`src/hdl/dsc_pkg.sv`:
```
// Shared types, constants and codes of the drawer slide controller.
`default_nettype none

package dsc_pkg;

  // Length of the pressure moving-average window.
  localparam int PRESS_WINDOW = 75;
  localparam int WIN_IDX_W    = $clog2(PRESS_WINDOW);

  localparam int QUEUE_DEPTH  = 2;
  localparam int QUEUE_PTR_W  = $clog2(QUEUE_DEPTH);
  localparam int QUEUE_CNT_W  = $clog2(QUEUE_DEPTH + 1);

  // Slope filter arithmetic. The numerator 19*W*s + 65536*d + 10*W stays inside
  // a signed 32-bit word for every reachable slope value, since |s| <= 65536*1023/W + 10.
  localparam int SLOPE_W   = 32;
  localparam int DIFF_W    = 11;
  localparam logic signed [15:0] SLOPE_GAIN = 16'(19 * PRESS_WINDOW);
  localparam logic signed [SLOPE_W-1:0] SLOPE_BIAS = SLOPE_W'(10 * PRESS_WINDOW);

  // floor(N / (20*W)) is floor(floor(N / 4) / (5*W)). The quarter numerator is made
  // non-negative by a multiple of 5*W and divided by a reciprocal multiplication.
  localparam int DIV5         = 5 * PRESS_WINDOW;
  localparam int DIV5_W       = $clog2(DIV5);
  localparam int DIV_K        = 31 + DIV5_W;
  localparam int DIV_OFF_MULT = ((1 << 29) + DIV5 - 1) / DIV5;
  localparam int DIV_OFF      = DIV5 * DIV_OFF_MULT;
  localparam int DIV_IN_W     = 31;
  localparam int DIV_PROD_W   = DIV_IN_W + 32;
  localparam logic [31:0] DIV_RECIP =
      32'(((64'd1 << DIV_K) + 64'(DIV5) - 64'd1) / 64'(DIV5));
  localparam logic signed [SLOPE_W-1:0] DIV_BIAS_Q = SLOPE_W'(DIV_OFF_MULT);

  // Hall filter: floor((9*h + 256*x + 5) / 10) through a reciprocal multiplication.
  localparam int HALL_W       = 18;
  localparam int HALL_NUM_W   = 22;
  localparam int HALL_K       = HALL_NUM_W + 4;
  localparam int HALL_RECIP_W = HALL_K - 3;
  localparam int HALL_PROD_W  = HALL_NUM_W + HALL_RECIP_W;
  localparam logic [HALL_RECIP_W-1:0] HALL_RECIP =
      HALL_RECIP_W'(((64'd1 << HALL_K) + 64'd9) / 64'd10);

  // Position codes on the result.
  localparam logic [1:0] POS_CLOSED  = 2'd0;
  localparam logic [1:0] POS_OPENING = 2'd1;
  localparam logic [1:0] POS_OPENED  = 2'd2;
  localparam logic [1:0] POS_CLOSING = 2'd3;

  typedef enum logic [2:0] {
    CFG_OPEN_THRESHOLD   = 3'd0,
    CFG_CLOSED_THRESHOLD = 3'd1,
    CFG_SLOPE_THRESHOLD  = 3'd2,
    CFG_LOCKOUT_MS       = 3'd3,
    CFG_DRIVE_SPEED      = 3'd4
  } cfg_idx_e;

  typedef enum logic [3:0] {
    DRW_CLOSED  = 4'b0001,
    DRW_OPENING = 4'b0010,
    DRW_OPENED  = 4'b0100,
    DRW_CLOSING = 4'b1000
  } drw_e;

  typedef enum logic [2:0] {
    SEQ_IDLE   = 3'b001,
    SEQ_MULT   = 3'b010,
    SEQ_COMMIT = 3'b100
  } seq_e;

  typedef struct packed {
    logic        button_level;
    logic [9:0]  hall_sample;
    logic [9:0]  pressure_sample;
    logic [31:0] now_ms;
  } in_item_t;

  typedef struct packed {
    logic [7:0]        open_drive;
    logic [7:0]        close_drive;
    logic [1:0]        position;
    logic              press_event;
    logic [HALL_W-1:0] hall_filtered;
  } out_item_t;

  typedef struct packed {
    logic [9:0]  open_threshold;
    logic [9:0]  closed_threshold;
    logic [16:0] press_slope_threshold;
    logic [15:0] press_lockout_ms;
    logic [7:0]  drive_speed;
  } cfg_t;

  // One classified tick between the front and the back.
  typedef struct packed {
    logic              button_level;
    logic [9:0]        hall_sample;
    logic [31:0]       now_ms;
    logic [DIFF_W-1:0] press_diff;
  } qent_t;

endpackage

`default_nettype wire

```
`src/hdl/dsc_front.sv`:
```
// Front end: accepts ticks, updates the pressure window and forms the sample change.
`default_nettype none

module dsc_front import dsc_pkg::*; (
  input  wire logic     clk_i,
  input  wire logic     rst_ni,
  input  wire logic     in_valid_i,
  output logic          in_ready_o,
  input  wire in_item_t in_item_i,
  output logic          push_o,
  output qent_t         push_data_o,
  input  wire logic     q_full_i
);

  logic [9:0]              win_mem [PRESS_WINDOW];
  logic [PRESS_WINDOW-1:0] win_vld_q;
  logic [WIN_IDX_W-1:0]    widx_q;
  logic [9:0]              old_q;
  logic                    old_vld_q;
  logic                    stg_vld_q;
  in_item_t                stg_q;
  logic                    accept;
  logic [9:0]              old_val;

  assign push_o     = stg_vld_q & ~q_full_i;
  assign in_ready_o = ~stg_vld_q | ~q_full_i;
  assign accept     = in_valid_i & in_ready_o;

  // Window entries never written since reset read as zero.
  assign old_val = old_vld_q ? old_q : '0;

  always_comb begin
    push_data_o.button_level = stg_q.button_level;
    push_data_o.hall_sample  = stg_q.hall_sample;
    push_data_o.now_ms       = stg_q.now_ms;
    push_data_o.press_diff   = DIFF_W'({1'b0, stg_q.pressure_sample})
                             - DIFF_W'({1'b0, old_val});
  end

  always_ff @(posedge clk_i or negedge rst_ni) begin
    if (!rst_ni) begin
      stg_vld_q <= 1'b0;
      win_vld_q <= '0;
      widx_q    <= '0;
      old_vld_q <= 1'b0;
    end else begin
      if (accept) begin
        stg_vld_q         <= 1'b1;
        old_vld_q         <= win_vld_q[widx_q];
        win_vld_q[widx_q] <= 1'b1;
        if (widx_q == WIN_IDX_W'(PRESS_WINDOW - 1)) begin
          widx_q <= '0;
        end else begin
          widx_q <= widx_q + WIN_IDX_W'(1);
        end
      end else if (push_o) begin
        stg_vld_q <= 1'b0;
      end
    end
  end

  // The read returns the sample that the write of the same edge replaces.
  always_ff @(posedge clk_i) begin
    if (accept) begin
      stg_q           <= in_item_i;
      old_q           <= win_mem[widx_q];
      win_mem[widx_q] <= in_item_i.pressure_sample;
    end
  end

endmodule

`default_nettype wire

```
`src/hdl/dsc_queue.sv`:
```
// Short queue of classified ticks between the front end and the back end.
`default_nettype none

module dsc_queue import dsc_pkg::*; (
  input  wire logic  clk_i,
  input  wire logic  rst_ni,
  input  wire logic  push_i,
  input  wire qent_t push_data_i,
  input  wire logic  pop_i,
  output qent_t      head_o,
  output logic       full_o,
  output logic       empty_o
);

  qent_t                  mem_q [QUEUE_DEPTH];
  logic [QUEUE_PTR_W-1:0] wr_ptr_q;
  logic [QUEUE_PTR_W-1:0] rd_ptr_q;
  logic [QUEUE_CNT_W-1:0] cnt_q;

  assign full_o  = cnt_q == QUEUE_CNT_W'(QUEUE_DEPTH);
  assign empty_o = cnt_q == '0;
  assign head_o  = mem_q[rd_ptr_q];

  always_ff @(posedge clk_i or negedge rst_ni) begin
    if (!rst_ni) begin
      wr_ptr_q <= '0;
      rd_ptr_q <= '0;
      cnt_q    <= '0;
    end else begin
      if (push_i) begin
        if (wr_ptr_q == QUEUE_PTR_W'(QUEUE_DEPTH - 1)) begin
          wr_ptr_q <= '0;
        end else begin
          wr_ptr_q <= wr_ptr_q + QUEUE_PTR_W'(1);
        end
      end
      if (pop_i) begin
        if (rd_ptr_q == QUEUE_PTR_W'(QUEUE_DEPTH - 1)) begin
          rd_ptr_q <= '0;
        end else begin
          rd_ptr_q <= rd_ptr_q + QUEUE_PTR_W'(1);
        end
      end
      if (push_i && !pop_i) begin
        cnt_q <= cnt_q + QUEUE_CNT_W'(1);
      end else if (!push_i && pop_i) begin
        cnt_q <= cnt_q - QUEUE_CNT_W'(1);
      end
    end
  end

  always_ff @(posedge clk_i) begin
    if (push_i) begin
      mem_q[wr_ptr_q] <= push_data_i;
    end
  end

endmodule

`default_nettype wire

```
`src/hdl/dsc_back.sv`:
```
// Back end: slope and hall filters, press detection, drawer state machine, result register.
`default_nettype none

module dsc_back import dsc_pkg::*; (
  input  wire logic  clk_i,
  input  wire logic  rst_ni,
  input  wire logic  q_empty_i,
  input  wire qent_t q_head_i,
  output logic       q_pop_o,
  input  wire cfg_t  cfg_i,
  output logic       out_valid_o,
  input  wire logic  out_ready_i,
  output out_item_t  out_item_o
);

  seq_e                      seq_q, seq_d;
  logic signed [SLOPE_W-1:0] slope_q, slope_new;
  logic [HALL_W-1:0]         hall_q, hall_new;
  logic                      holding_q, holding_d;
  logic [31:0]               last_press_q, last_press_d;
  logic                      armed_q, armed_d;
  drw_e                      drw_q, drw_d;
  logic [7:0]                open_q, open_d;
  logic [7:0]                close_q, close_d;

  logic signed [SLOPE_W-1:0] num_q, num_d;
  logic [HALL_NUM_W-1:0]     hnum_q, hnum_d;
  logic [DIV_PROD_W-1:0]     prod_q, prod_d;
  logic [HALL_PROD_W-1:0]    hprod_q, hprod_d;
  logic                      btn_q;
  logic [31:0]               now_q;

  logic                      out_valid_q;
  out_item_t                 out_q, out_d;

  logic signed [47:0]        gain_prod;
  logic [31:0]               biased;
  logic signed [SLOPE_W-1:0] thr_ext;
  logic                      slot_free;
  logic                      commit;
  logic                      press_evt;
  logic                      btn_edge;

  assign slot_free   = ~out_valid_q | out_ready_i;
  assign q_pop_o     = (seq_q == SEQ_IDLE) & ~q_empty_i;
  assign commit      = (seq_q == SEQ_COMMIT) & slot_free;
  assign out_valid_o = out_valid_q;
  assign out_item_o  = out_q;

  always_comb begin
    seq_d = seq_q;
    case (seq_q)
      SEQ_IDLE: begin
        if (!q_empty_i) seq_d = SEQ_MULT;
      end
      SEQ_MULT: begin
        seq_d = SEQ_COMMIT;
      end
      SEQ_COMMIT: begin
        if (slot_free) seq_d = SEQ_IDLE;
      end
      default: begin
        seq_d = SEQ_IDLE;
      end
    endcase
  end

  // First step: filter numerators from the current state and the popped tick.
  always_comb begin
    gain_prod = 48'(SLOPE_GAIN) * 48'(slope_q);
    num_d     = SLOPE_W'(gain_prod)
              + (SLOPE_W'(signed'(q_head_i.press_diff)) <<< 16)
              + SLOPE_BIAS;
    hnum_d    = HALL_NUM_W'(hall_q) * HALL_NUM_W'(9)
              + HALL_NUM_W'({q_head_i.hall_sample, 8'b0})
              + HALL_NUM_W'(5);
  end

  // Second step: reciprocal multiplications.
  always_comb begin
    biased  = unsigned'(num_q >>> 2) + 32'(DIV_OFF);
    prod_d  = DIV_PROD_W'(biased[DIV_IN_W-1:0]) * DIV_PROD_W'(DIV_RECIP);
    hprod_d = HALL_PROD_W'(hnum_q) * HALL_PROD_W'(HALL_RECIP);
  end

  // Third step: new filter values, press detection and the drawer state machine.
  always_comb begin
    slope_new    = signed'(SLOPE_W'(prod_q >> DIV_K)) - DIV_BIAS_Q;
    hall_new     = HALL_W'(hprod_q >> HALL_K);
    thr_ext      = SLOPE_W'(signed'(cfg_i.press_slope_threshold));
    press_evt    = 1'b0;
    holding_d    = holding_q;
    last_press_d = last_press_q;
    if (slope_new < thr_ext) begin
      if (!holding_q && ((now_q - last_press_q) > {16'b0, cfg_i.press_lockout_ms})) begin
        press_evt    = 1'b1;
        holding_d    = 1'b1;
        last_press_d = now_q;
      end
    end else begin
      holding_d = 1'b0;
    end

    btn_edge = ~btn_q & armed_q;
    armed_d  = btn_q;

    drw_d   = drw_q;
    open_d  = open_q;
    close_d = close_q;
    case (drw_q)
      DRW_CLOSING: begin
        if (btn_edge) begin
          close_d = '0;
          open_d  = cfg_i.drive_speed;
          drw_d   = DRW_OPENING;
        end
        if (hall_new > {cfg_i.closed_threshold, 8'b0}) begin
          open_d  = '0;
          close_d = '0;
          drw_d   = DRW_CLOSED;
        end else if (press_evt) begin
          close_d = '0;
          open_d  = cfg_i.drive_speed;
          drw_d   = DRW_OPENING;
        end
      end
      DRW_OPENING: begin
        if (btn_edge) begin
          open_d  = '0;
          close_d = cfg_i.drive_speed;
          drw_d   = DRW_CLOSING;
        end
        // The end stop wins even over a reversal in the same tick.
        if (hall_new < {cfg_i.open_threshold, 8'b0}) begin
          open_d  = '0;
          close_d = '0;
          drw_d   = DRW_OPENED;
        end
      end
      DRW_CLOSED: begin
        if (btn_edge) begin
          close_d = '0;
          open_d  = cfg_i.drive_speed;
          drw_d   = DRW_OPENING;
        end
      end
      default: begin
        if (btn_edge) begin
          open_d  = '0;
          close_d = cfg_i.drive_speed;
          drw_d   = DRW_CLOSING;
        end
      end
    endcase

    out_d.open_drive    = open_d;
    out_d.close_drive   = close_d;
    out_d.press_event   = press_evt;
    out_d.hall_filtered = hall_new;
    case (drw_d)
      DRW_CLOSED:  out_d.position = POS_CLOSED;
      DRW_OPENING: out_d.position = POS_OPENING;
      DRW_OPENED:  out_d.position = POS_OPENED;
      DRW_CLOSING: out_d.position = POS_CLOSING;
      default:     out_d.position = POS_CLOSED;
    endcase
  end

  always_ff @(posedge clk_i or negedge rst_ni) begin
    if (!rst_ni) begin
      seq_q        <= SEQ_IDLE;
      slope_q      <= '0;
      hall_q       <= '0;
      holding_q    <= 1'b0;
      last_press_q <= '0;
      armed_q      <= 1'b1;
      drw_q        <= DRW_CLOSED;
      open_q       <= '0;
      close_q      <= '0;
      out_valid_q  <= 1'b0;
    end else begin
      seq_q <= seq_d;
      if (commit) begin
        slope_q      <= slope_new;
        hall_q       <= hall_new;
        holding_q    <= holding_d;
        last_press_q <= last_press_d;
        armed_q      <= armed_d;
        drw_q        <= drw_d;
        open_q       <= open_d;
        close_q      <= close_d;
        out_valid_q  <= 1'b1;
      end else if (out_ready_i) begin
        out_valid_q <= 1'b0;
      end
    end
  end

  always_ff @(posedge clk_i) begin
    if (q_pop_o) begin
      num_q  <= num_d;
      hnum_q <= hnum_d;
      btn_q  <= q_head_i.button_level;
      now_q  <= q_head_i.now_ms;
    end
    if (seq_q == SEQ_MULT) begin
      prod_q  <= prod_d;
      hprod_q <= hprod_d;
    end
    if (commit) begin
      out_q <= out_d;
    end
  end

endmodule

`default_nettype wire

```
`src/hdl/drawer_slide_controller.sv`:
```
// A tick passes the front stage, the queue, and then the pop, multiply and commit steps.
// The back end's three-step slope recurrence takes a new tick only after committing the last.
// The front end keeps taking ticks each cycle until its stage and the 2-entry queue are full.
// Reset (asynchronous, active low) clears the filters, the pressure window valid bits,
// the press state and the queue, arms the button edge detector and sets the drawer to closed with defaults.
`default_nettype none

module drawer_slide_controller import dsc_pkg::*; (
  input  wire logic        clk_i,
  input  wire logic        rst_ni,
  input  wire logic        in_valid_i,
  output logic             in_ready_o,
  input  wire in_item_t    in_item_i,
  output logic             out_valid_o,
  input  wire logic        out_ready_i,
  output out_item_t        out_item_o,
  input  wire logic        cfg_valid_i,
  output logic             cfg_ready_o,
  input  wire logic [2:0]  cfg_index_i,
  input  wire logic [16:0] cfg_data_i
);

  cfg_t  cfg_q;
  logic  q_push;
  qent_t q_push_data;
  logic  q_pop;
  qent_t q_head;
  logic  q_full;
  logic  q_empty;

  assign cfg_ready_o = 1'b1;

  always_ff @(posedge clk_i or negedge rst_ni) begin
    if (!rst_ni) begin
      cfg_q.open_threshold        <= 10'd499;
      cfg_q.closed_threshold      <= 10'd520;
      cfg_q.press_slope_threshold <= 17'(-11796);
      cfg_q.press_lockout_ms      <= 16'd300;
      cfg_q.drive_speed           <= 8'd255;
    end else if (cfg_valid_i) begin
      case (cfg_idx_e'(cfg_index_i))
        CFG_OPEN_THRESHOLD:   cfg_q.open_threshold        <= cfg_data_i[9:0];
        CFG_CLOSED_THRESHOLD: cfg_q.closed_threshold      <= cfg_data_i[9:0];
        CFG_SLOPE_THRESHOLD:  cfg_q.press_slope_threshold <= cfg_data_i;
        CFG_LOCKOUT_MS:       cfg_q.press_lockout_ms      <= cfg_data_i[15:0];
        CFG_DRIVE_SPEED:      cfg_q.drive_speed           <= cfg_data_i[7:0];
        default: begin
        end
      endcase
    end
  end

  dsc_front u_front (
    .clk_i       (clk_i),
    .rst_ni      (rst_ni),
    .in_valid_i  (in_valid_i),
    .in_ready_o  (in_ready_o),
    .in_item_i   (in_item_i),
    .push_o      (q_push),
    .push_data_o (q_push_data),
    .q_full_i    (q_full)
  );

  dsc_queue u_queue (
    .clk_i       (clk_i),
    .rst_ni      (rst_ni),
    .push_i      (q_push),
    .push_data_i (q_push_data),
    .pop_i       (q_pop),
    .head_o      (q_head),
    .full_o      (q_full),
    .empty_o     (q_empty)
  );

  dsc_back u_back (
    .clk_i       (clk_i),
    .rst_ni      (rst_ni),
    .q_empty_i   (q_empty),
    .q_head_i    (q_head),
    .q_pop_o     (q_pop),
    .cfg_i       (cfg_q),
    .out_valid_o (out_valid_o),
    .out_ready_i (out_ready_i),
    .out_item_o  (out_item_o)
  );

  assert property (@(posedge clk_i) disable iff (!rst_ni) q_pop |-> !q_empty)
    else $error("back end popped an empty queue");

  assert property (@(posedge clk_i) disable iff (!rst_ni) q_push |-> !q_full)
    else $error("front end pushed into a full queue");

  assert property (@(posedge clk_i) disable iff (!rst_ni)
      out_valid_o && (out_item_o.position == POS_CLOSED || out_item_o.position == POS_OPENED)
      |-> out_item_o.open_drive == '0 && out_item_o.close_drive == '0)
    else $error("motor driven while the drawer is at rest");

  assert property (@(posedge clk_i) disable iff (!rst_ni)
      out_valid_o |-> out_item_o.open_drive == '0 || out_item_o.close_drive == '0)
    else $error("both motor directions driven at once");

endmodule

`default_nettype wire
```
`config.mk`:
```
export PLATFORM = sky130hd
export DESIGN_NAME = drawer_slide_controller
export DESIGN_NICKNAME = d
export VERILOG_FILES = /design/src/hdl/dsc_pkg.sv /design/src/hdl/dsc_front.sv /design/src/hdl/dsc_queue.sv /design/src/hdl/dsc_back.sv /design/src/hdl/drawer_slide_controller.sv
export SDC_FILE = /design/constraint.sdc
export NUM_CORES = 2
export LEC_CHECK = 0
export CAP_MARGIN = 10
export CORE_MARGIN = 2
export CORE_UTILIZATION = 30
export CTS_BUF_LIST = sky130_fd_sc_hd__clkbuf_16
export CTS_CLUSTER_SIZE = 20
export DETAILED_ROUTE_END_ITERATION = 6
export DONT_BUFFER_PORTS = 1
export GPL_ROUTABILITY_DRIVEN = 1
export SLEW_MARGIN = 20
export SYNTH_ARGS = -nofsm -noshare
export SYNTH_HDL_FRONTEND = slang
export SYNTH_SLANG_ARGS = --single-unit
```
`constraint.sdc`:
```
create_clock -name clk_i -period 10.7 [get_ports clk_i]
set_clock_uncertainty 0.1 [all_clocks]
set_input_delay 0.535 -clock clk_i [delete_from_list [all_inputs] [get_ports clk_i]]
set_output_delay 0.535 -clock clk_i [all_outputs]
set_load 0.02 [all_outputs]
```
==> impl_metrics.tcl <==
set metrics [dict create \
    status "finished, final reports clean" \
    critical-path-top-cell-by-count "inv_1" \
    yosys-top-cells-area "edfxtp_1 (41%), fa_1 (15%), ha_1 (12%)" \
    fillCellCount 25757 \
    fmax_mhz 104 \
    yosysTopAreaCell "edfxtp_1" \
    slowest_stage "a31oi_1" \
    arrival_ns 10.00 \
    num_rows 188 \
    hpwl_um 140000 \
    ys_seq_area_frac 0.489 \
    netlist.area_leader.share 0.410 \
    multi_input_area_um2 36300 \
    ys_types 89 \
    cts_resized 0 \
    clock_latency_ns 0.83 \
    yosysWarnings 0 \
    drtAntennaViolNets 0 \
    clock_path_buffers 4 \
    drive_gt1_frac 0.0975 \
    cts_tree "done" \
    die_w_um 519 \
    fin_ws_ns 1.08 \
    drt_iter0_drc 3497 \
    crit_type "reg -> reg" \
    period_minus_slack_ns 9.62 \
    die_area_um2 269000 \
    crit_fanout 11 \
    ys_ff_latch 1333 \
    gp_congestion 0.886 \
    nNetsFinal 7769 \
    fin_crit_sh 0.899 \
    r2r_start "u_back.num_q[5]$_DFFE_PP_" \
    cp-startpoint "u_back.num_q[5]$_DFFE_PP_" \
    crit_buf_inv 8 \
    htree_levels 4 \
    startpoint_type "flip-flop" \
    drv_cap 0 \
    synth_area_per_cell_um2 12.8 \
    relSlewSlack 0.254 \
    start_util 0.302 \
    drv_slew 0 \
    end_kind "flip-flop" \
    routed_via_density 4.78 \
    antenna_found_initial 10 \
    area_growth_pct 13.1 \
    clk_pin_slew_ns 0.06 \
    routedWlPerCell_um 19.9 \
    first_global_vias 50032 \
    grt_pass1_wl_um 308000 \
    fp.dieH_um 519 \
    seq_area_um2 38800 \
    drt_first_pass_iters 5 \
    grt.total_usage 0.147 \
    cts_root_buf "clkbuf_16" \
    cts_sinks 1333 \
    core_um2 263000 \
    ys_top_cells_by_count "edfxtp_1 (1084), inv_1 (1034), ha_1 (742)" \
    syn_inst 6197 \
    syn_nets 7595 \
    rsz0062_at_grt "no" \
    io_pins 118 \
    finalSetupViolCount 0 \
    via_count 47854 \
    overflow 0 \
    hp-class "in -> async" \
    synth-edff-count 1084 \
    drc 0 \
    synthArstFlopShare 0.187 \
    dpl_worst_slack_ns 1.21 \
    cp.required_ns 11.08 \
    portBuffers 0 \
    synth_most_common_cell "edfxtp_1" \
    crit_path_max_incr_delay_ns 0.64 \
    synth_area_um2 79500 \
    tns_ns 0 \
    hold_viol 0 \
    cts_buffers 151 \
    grt_max_degree 250 \
    ys.flop_type "edfxtp_1" \
    critPathTopFamily "adder cells" \
    tightest_slew_ns 1.11 \
    totalWireLength_um 199000 \
]
cells in the final DEF (no fill, tap or decap), types with 36 or more instances in the layout:
| master | instances |
|---|---|
| dfrtp_1 | 212 |
| nand3_1 | 52 |
| mux2i_1 | 41 |
| dlygate4sd3_1 | 73 |
| nor2_1 | 200 |
| or2_2 | 84 |
| xor2_1 | 59 |
| nand4_1 | 92 |
| nand2_1 | 324 |
| clkbuf_16 | 154 |
| nor3_1 | 40 |
| nor2b_1 | 36 |
| a21oi_1 | 160 |
| ha_1 | 742 |
| a21o_1 | 67 |
| o21ai_0 | 191 |
| fa_1 | 578 |
| mux2_2 | 115 |
| edfxtp_1 | 1084 |
| a22oi_1 | 315 |
| buf_4 | 99 |
| inv_1 | 1073 |
| a22o_1 | 46 |
| xnor2_1 | 119 |
sequential cells by signal, indices dropped and copies added, names as in the netlist, 18 cells and up:
signal,cells
u_queue.mem_q,108
u_back.out_item_o,37
u_back.hall_q,18
u_back.hprod_q,18
u_front.win_vld_q,75
u_back.last_press_q,32
u_back.slope_q,24
u_back.prod_q,23
u_front.win_mem,750
u_front.push_data_o,43
cfg_q,61
u_back.hnum_q,22
u_back.num_q,30
u_back.now_q,32
worst paths after layout:
check	to	slack (ns)	depth (start not counted)
hold / removal	u_front.win_vld_q[34]$_DFFE_PN0P_	0.07	2
hold reg to reg	u_queue.mem_q[1][46]$_DFFE_PP_	0.35	0
setup reg to reg	u_back.prod_q[62]$_DFFE_PP_	1.08	34
setup / recovery	u_back.prod_q[62]$_DFFE_PP_	1.08	34
max in group asynchronous	u_queue.rd_ptr_q$_DFFE_PN0P_	8.92	4
min in group clk_i	u_front.widx_q[1]$_DFFE_PN0P_	0.07	2
what timing repair did:
action                                  in CTS  in global routing
hold endpoints to repair                  1116                  0
setup buffers                                0                  0
endpoints found under the setup margin       0                  0
hold buffers                                84                  0
area by class of cell:
type,instances,share of cell area
clock inverters,113,0.00878
diodes,2,0.0000557
repair buffers,185,0.0204
well taps,3515,0.0489
inverters,1037,0.0434
clock buffers,154,0.0429
flip-flops and latches,1333,0.432
multi-input cells,3663,0.404
cell families after synthesis:
family                     Yosys count  synth area share
buffers and inverters             1201            0.0572
AOI/OAI and AO/OA                 1025            0.0890
other                                1         0.0000472
adders and majority gates         1320             0.262
xor gates and xnor gates           178            0.0196
and+or+nand+nor                    972            0.0586
muxes                              167            0.0246
DFF                               1333             0.489
metrics by stage:
step | hold WS [ns] | instances | utilization | cell area (um2)
after floorplan | 0.139 | 6197 | - | 79500
final | 0.0666 | 10002 | 0.342 | 89900
after CTS | 0.0145 | 9998 | 0.342 | 89800
after global placement | 0.147 | 9647 | 0.320 | 84100
after global routing | 0.0573 | 10000 | 0.342 | 89900
after detailed placement | 0.147 | 9647 | 0.320 | 84100
metal layers:
metal	wire length (um)	GRT usage	up-vias
met5	8	0	-
met4	5520	0.0408	2
met3	9850	0.0190	247
met2	97500	0.251	1170
met1	86600	0.197	24339
li1	-	-	22096
Power is left out: the tool's default activity adds up to more than one toggle a clock period on the data nets, which glitch-free logic cannot reach.
